<file path="config.mk">
export PLATFORM = sky130hd
export DESIGN_NAME = izn_ctrl
export DESIGN_NICKNAME = d
export VERILOG_FILES = /design/src/rtl/izn_pkg.sv /design/src/rtl/izn_ctrl.sv
export SDC_FILE = /design/constraint.sdc
export NUM_CORES = 1
export LEC_CHECK = 0
export ABC_CLOCK_PERIOD_IN_PS = 1600
export CAP_MARGIN = 20
export CORE_UTILIZATION = 25
export DETAILED_ROUTE_END_ITERATION = 12
export DONT_BUFFER_PORTS = 1
export GPL_ROUTABILITY_DRIVEN = 0
export SLEW_MARGIN = 10
export SYNTH_ARGS = -nofsm -noshare
export SYNTH_HDL_FRONTEND = slang
export SYNTH_SLANG_ARGS = --single-unit
</file>
<file path="constraint.sdc">
create_clock -name clock -period 1.6 [get_ports clock]
set_input_delay 0.08 -clock clock [delete_from_list [all_inputs] [get_ports clock]]
set_output_delay 0.08 -clock clock [all_outputs]
set_load 0.05 [all_outputs]
</file>
<file path="src/rtl/izn_pkg.sv">
// ---------------------------------------------------------------------------
// izn_pkg: shared types, constants and helpers for the neuron step core
// Holds the default parameter values, the register index codes, the
// controller-to-datapath command and status types, and 32-bit saturation.
// ---------------------------------------------------------------------------
`default_nettype none

package izn_pkg;

   localparam int DATA_W      = 32;
   localparam int DELAY_W     = 6;
   localparam int CSR_INDEX_W = 3;
   localparam int PROD_W      = 64;
   localparam int WIDE_W      = 66;
   localparam int DRIVE_W     = 34;

   localparam int DELAY_DEPTH_DEF = 64;
   localparam int GAIN_SHIFT_DEF  = 4;
   localparam int FRAC_BITS_DEF   = 16;
   localparam logic signed [DATA_W-1:0] BIAS_CURRENT_DEF = 32'sd0;
   localparam logic signed [DATA_W-1:0] INITIAL_V_DEF    = -32'sd4259840;
   localparam logic signed [DATA_W-1:0] INITIAL_U_DEF    = 32'sd0;

   localparam logic KIND_TICK = 1'b0;
   localparam logic KIND_ADD  = 1'b1;

   typedef enum logic [CSR_INDEX_W-1:0] {
      CSR_K_STEP      = 3'd0,
      CSR_V_REST      = 3'd1,
      CSR_V_THRESHOLD = 3'd2,
      CSR_V_PEAK      = 3'd3,
      CSR_V_RESET     = 3'd4,
      CSR_U_JUMP      = 3'd5,
      CSR_A_STEP      = 3'd6,
      CSR_AB_STEP     = 3'd7
   } csr_index_type;

   typedef enum logic [3:0] {
      DP_NOP,
      DP_CLEAR,
      DP_LATCH,
      DP_READ,
      DP_ACCUM,
      DP_MUL_AU,
      DP_MUL_AB,
      DP_MUL_K,
      DP_SUM,
      DP_VSUM,
      DP_COMMIT
   } dp_op_type;

   typedef struct packed {
      logic kind_add;
      logic clear_last;
   } dp_status_type;

   // Clamp a wide signed value to the 32-bit signed range.
   function automatic logic signed [DATA_W-1:0] sat32(input logic signed [WIDE_W-1:0] x);
      logic signed [DATA_W-1:0] r;
      if (x[WIDE_W-1:DATA_W-1] == '0 || x[WIDE_W-1:DATA_W-1] == '1) begin
         r = x[DATA_W-1:0];
      end else if (x[WIDE_W-1]) begin
         r = {1'b1, {(DATA_W-1){1'b0}}};
      end else begin
         r = {1'b0, {(DATA_W-1){1'b1}}};
      end
      return r;
   endfunction

endpackage

`default_nettype wire

</file>
<file path="src/rtl/izn_ctrl.sv">
// ---------------------------------------------------------------------------
// izn_ctrl: sequencer for the neuron step core
// Steps one item at a time through the datapath and owns the result valid.
// ---------------------------------------------------------------------------
`default_nettype none

module izn_ctrl
   import izn_pkg::*;
(
   input  logic          clock,
   input  logic          reset,
   input  logic          req_valid,
   output logic          req_ready,
   output logic          rsp_valid,
   input  logic          rsp_ready,
   input  dp_status_type status,
   output dp_op_type     cmd
);

   typedef enum logic [3:0] {
      S_CLEAR,
      S_IDLE,
      S_READ,
      S_ACCUM,
      S_MUL_AU,
      S_MUL_AB,
      S_MUL_K,
      S_SUM,
      S_VSUM,
      S_COMMIT
   } state_type;

   state_type state_ff;
   logic      rsp_valid_ff;
   logic      slot_free;

   assign slot_free = !rsp_valid_ff || rsp_ready;
   assign req_ready = (state_ff == S_IDLE);
   assign rsp_valid = rsp_valid_ff;

   always_ff @(posedge clock) begin
      if (reset) begin
         state_ff     <= S_CLEAR;
         rsp_valid_ff <= 1'b0;
      end else begin
         // raise the result once the output word is free, else drop it when taken
         if ((state_ff == S_COMMIT) && slot_free) begin
            rsp_valid_ff <= 1'b1;
         end else if (rsp_valid_ff && rsp_ready) begin
            rsp_valid_ff <= 1'b0;
         end
         unique case (state_ff)
            S_CLEAR: begin
               if (status.clear_last) begin
                  state_ff <= S_IDLE;
               end
            end
            S_IDLE: begin
               if (req_valid) begin
                  state_ff <= S_READ;
               end
            end
            S_READ: begin
               state_ff <= status.kind_add ? S_ACCUM : S_MUL_AU;
            end
            S_ACCUM:  state_ff <= S_COMMIT;
            S_MUL_AU: state_ff <= S_MUL_AB;
            S_MUL_AB: state_ff <= S_MUL_K;
            S_MUL_K:  state_ff <= S_SUM;
            S_SUM:    state_ff <= S_VSUM;
            S_VSUM:   state_ff <= S_COMMIT;
            S_COMMIT: begin
               // hold until the output word is free
               if (slot_free) begin
                  state_ff <= S_IDLE;
               end
            end
            default: state_ff <= S_IDLE;
         endcase
      end
   end

   always_comb begin
      unique case (state_ff)
         S_CLEAR:  cmd = DP_CLEAR;
         S_IDLE:   cmd = req_valid ? DP_LATCH : DP_NOP;
         S_READ:   cmd = DP_READ;
         S_ACCUM:  cmd = DP_ACCUM;
         S_MUL_AU: cmd = DP_MUL_AU;
         S_MUL_AB: cmd = DP_MUL_AB;
         S_MUL_K:  cmd = DP_MUL_K;
         S_SUM:    cmd = DP_SUM;
         S_VSUM:   cmd = DP_VSUM;
         S_COMMIT: cmd = (slot_free && !status.kind_add) ? DP_COMMIT : DP_NOP;
         default:  cmd = DP_NOP;
      endcase
   end

endmodule

`default_nettype wire

</file>
# [After elaboration in Yosys (flattened, before gate mapping)]
# Index checks and enable logic that the tools add are counted.
[op_classes] n_eq_ne=12 n_reduce_logical=10 muxes=10
[ops] op="4-bit one-hot mux with 10 select lines" count=1
[ops] op="4-bit one-hot mux with 9 select lines" count=1
[ops] op="4-bit by 3-bit equality test with 1-bit output (second input constant)" count=4
[ops] op="4-bit two-way mux" count=4
[ops] op="4-bit by 2-bit equality test with 1-bit output (second input constant)" count=2
[ops] op="4-bit equality test (second input constant)" count=2
[ops] op="2-bit != test (second input constant)" count=3
[ops] op="4-bit by 1-bit equality test with 1-bit output (second input constant)" count=1
[ops] op="4-bit logical NOT" count=1
[ops] op="1-bit logical AND" count=3
[ops] op="3-bit two-way mux" count=1
[ops] op="3-bit AND reduction" count=1
[ops] op="1-bit logical NOT" count=2
[ops] op="1-bit two-way mux" count=2
[ops] op="2-bit two-way mux" count=1
[ops] op="2-bit nonzero test" count=1
[ops] op="2-bit OR reduction" count=1
[ops] op="1-bit logical OR" count=1
[word_totals] register_bits=5 out_inout_bits=6 input_bits=6

# [Longest topological paths before layout]
[logic_depth] word_depth=5 ltp_mapped=4 mapped_depth_nobuf=3

# [Worst setup path before layout]
# OpenSTA, ideal clock, no wires.
[synth_path] kind="flip-flop to output port" start="register rsp_valid_ff (netlist: rsp_valid)" end="output port cmd[3]" stages_incl_launch_ff=4 t_arrival_ps=2081 slack_ps=-561 path_cell_list="dfxtp_1 -> nor2b_1 -> o21a_1 -> o32ai_1"
[synth_between] elab_chain_len=5
[synth_rtl] element="start: declaration" line="izn_ctrl.sv:34" text="logic rsp_valid_ff;"
[synth_rtl] element="start signal: assignment" line="izn_ctrl.sv:44" text="rsp_valid_ff <= 1'b0;"
[synth_rtl] element="start signal: assignment" line="izn_ctrl.sv:48" text="rsp_valid_ff <= 1'b1;"
[synth_rtl] element="start signal: assignment" line="izn_ctrl.sv:50" text="rsp_valid_ff <= 1'b0;"
[synth_rtl] element="1-bit logical NOT" line="izn_ctrl.sv:37" text="assign slot_free = !rsp_valid_ff || rsp_ready;"
[synth_rtl] element="1-bit logical OR" line="izn_ctrl.sv:37"
[synth_rtl] element="1-bit logical AND" line="izn_ctrl.sv:94" text="S_COMMIT: cmd = (slot_free && !status.kind_add) ? DP_COMMIT : DP_NOP;"
[synth_rtl] element="4-bit two-way mux" line="izn_ctrl.sv:94"
[synth_rtl] element="4-bit one-hot mux with 10 select lines" line="izn_ctrl.sv:84" text="unique case (state_ff)"
[synth_rtl] element="end: declaration" line="izn_ctrl.sv:17" text="output dp_op_type cmd"
# Every way passes these cells.

# [Worst setup path in the final report]
[layout_path] start="register state_ff[2]" end="output port cmd[1]"
[layout_between] elab_chain_len=2 elab_cells_between_ends=11 cone_classes="eq/ne (9); mux (1); reduce/logical (1)"
[layout_rtl] element="start: declaration" line="izn_ctrl.sv:33" text="state_type state_ff;"
[layout_rtl] element="start signal: assignment" line="izn_ctrl.sv:64" text="state_ff <= status.kind_add ? S_ACCUM : S_MUL_AU;"
[layout_rtl] element="4-bit equality test, or another cell as far along" line="izn_ctrl.sv:84"
[layout_rtl] element="4-bit one-hot mux with 10 select lines *" line="izn_ctrl.sv:84"
# Every way passes the cells marked *; elsewhere a longest branch is shown, timed or not.

==> results.md <==
- Top-count cell post-synth: nor2_1
- Final core occ: 0.386
- Post-route clock period utilization: 0.964
- Area after detailed placement: 462 sq um
- Routed WL per cell: 12.1 microns
- Initial core utilization: 0.278
- Share of the synthesized area in the top cell type: 0.270
- Main combinational cell family by area after synthesis: compound AO/OA/AOI/OAI gates
- Critical path class: flop to output port
- # fillers: 148
- Final hold vios: 0
- Max VDD drop: 0.574 mV
- Hold Path Depth: 3
- Detailed Route Iter0 Violations: 5
- Synth Register Bits: 5
- Unrepaired setup endpoints after global routing: false
- Reg2reg start: state_ff[3]
- Worst Setup Start Kind: flop
- Met3 WL: between 60 and 70 microns
- Vias: ~370
- Compound-Gate Fraction of Synth Area: 0.341
- Post-synth top area cell: dfxtp_1
- CTS H-tree lvls: 1
- Sequential share of the synthesized area: 0.270
- Syn Std Cell Area: 370 sq um
- Net Count, Synth: 54
- Async set-reset flop share out of synthesis: 0
- Clk_skew: approximately 0.0011 ns
- First-pass GRT wire length: 1440 microns
- Setup violators final: 0
- Slew headroom: 0.762
- Cell Count, Final, Fillers Out: 73
- Clk_lat worst skew: 0.24 ns
- Tmin final: roughly 1.5 ns
- Total CTS buffers: 3
- Ratio of cells with drive above 1 in the final layout: 0.379
- Worst reg2reg path depth: 3
- Lkg Pwr: 0.000196 uW
- Die Wd: between 40 and 50 microns
- Final wirelength: 885 microns
- Core area: 0.00133 sq mm
- Antenna Cells: 0
- Worst-Margin Slew: roughly 0.36 ns
- I/O Buffers: 0
- Storage element area: approximately 110 sq um
- Final Instance Area: 514 sq um
- Vias per inst: slightly above 5
- CTS tree: yes
- Largest net degree at the start of global routing: 12
- Detailed Place HPWL: 680 microns
- Max cap viols: 0
- Setup TNS: 0 ns
- Setup crit end kind: output port
- Simple-gate share of the synthesized area: 0.226
- Reg2reg end: state_ff[0]
- Drt first pass iters: 4
- Ys Warns: 0
- CP arrival: about 1.5 ns
- HP Start: status[1]
- Synth top cells by count: 6 x nor2_1, 5 x dfxtp_1, 4 x a21oi_1, 4 x inv_1
- Syn Area/Cell: 7.72 sq um
- Overflow after GRT: 0
- Num rows: 13
- GRT Total Usage: 0.131
- Syn Inst Count: 48
- Pwr Density: 946 mW/mm^2
- Hold Path Class: input port to flop
- Multi-input combinational cell area: 255 sq um
- Highest metal used: met3
- Post-Place Cells: 68
- Area Overhead vs Synth: 38.9%
- R2r setup slk: 0.31 ns
- Result of the run: finished, final reports clean
- Fin. max-slew vios: 0
- Die area: 0.00164 sq mm
- Top_reg_cell synth: dfxtp_1
- Routed Antenna Nets: 0
- Worst Hold End: state_ff[2]
- Fmax: around 650 MHz
- Final net count: 65
- TritonCTS Sinks: 5
- Total power: 487 uW
- Synth top area cells: dfxtp_1 27%, nor2_1 6.1%, a21oi_1 5.4%, nand2b_1 5.1%, nor2b_1 5.1%
- Worst-path clk slew: 0.05 ns
- Number of flops mapped to enable cells by yosys: 0
- Crit path required time: approximately 1.5 ns
- Yosys cell types: 23
- Die H: ~40 microns
- Adder-Cell Fraction of Synth Area: 0
- Multiplexer share of the synthesized area: 0.0270
- Critical path fanouts, max: 7
- Xor and xnor area share after synthesis: 0.0236
- I/O Pins: 12
- DRC viols: 0
- Number of global-route vias before repair: 325
- Met2 WL: roughly 400 microns
- Clock buffer depth: 2
- Post-CTS Setup Repair Bufs: 0
- Initial antenna violation count: 0
- M1 WL: 415 microns
- CTS root buf: clkbuf_4
==> state kept, by name (all words and copies together) (netlist names) <==
register,cells
state_ff,4
rsp_valid,1
==> layer usage <==
metal / up-vias / global-route usage
met5: - / 0
met4: 0 / 0
met3: 0 / 0.0722
met2: 8 / 0.187
met1: 171 / 0.181
li1: 194 / -
==> critical path, cell delays in order, from the launching register on <==
cell,delay (ns)
dfxtp_2,0.36
nand2b_4,0.15
o32a_1,0.33
o22ai_2,0.21
buf_12,0.16
==> logic make-up after synthesis <==
family	count (synthesis)
and+or+nand+nor	17
DFF	5
buffers and inverters	8
AOI/OAI and AO/OA	16
muxes	1
xor gates and xnor gates	1
==> placed cells by master, fill, tap and decap left out, types with 2 or more instances in the layout <==
master / instances
a21oi_1: 4
buf_4: 8
clkbuf_4: 3
dfxtp_2: 3
inv_1: 4
nand2_1: 2
nand2b_1: 2
nor2_1: 6
nor2b_1: 3
o211ai_1: 2
o21a_1: 2
==> report_power, final <==
group	internal [uW]	switching, uW	total (uW)
Sequential	134	20.5	155
Clock	90.6	55.9	146
Combinational	77.3	108	185
==> repair_timing <==
item / 4_1_cts / 5_1_grt
resized for setup: 2 / 4
hold buffers: 1 / 0
endpoints found under the hold margin: 5 / 0
endpoints found under the setup margin: 1 / 2
pin swaps: 0 / 1
==> metrics by stage <==
stage          hold slack (ns)  worst slack, ns
2_1_floorplan            0.149          -0.0657
3_3_place_gp             0.154            0.191
3_5_place_dp             0.156            0.191
4_1_cts                 0.0830           0.0356
5_1_grt                  0.104          0.00545
6_report                0.0842           0.0571
==> how the worst max path moves through the flow <==
stage	end	slack, ns	from
after floorplan	cmd[3]	-0.07	rsp_valid
after global placement	cmd[1]	0.19	state_ff[3]
after detailed placement	cmd[1]	0.19	state_ff[3]
after CTS	cmd[1]	0.04	state_ff[2]
after global routing	cmd[1]	0.005	state_ff[2]
final	cmd[1]	0.06	state_ff[2]
==> final cells by class <==
type	instances	share of cell area
inverter	4	0.0292
sequential	5	0.209
tap	15	0.0365
clock inverter	1	0.00973
timing repair buffer	10	0.175
clock buffer	3	0.0438
multi-input combinational	35	0.496
No activity file was read; power rests on OpenSTA's default activity.
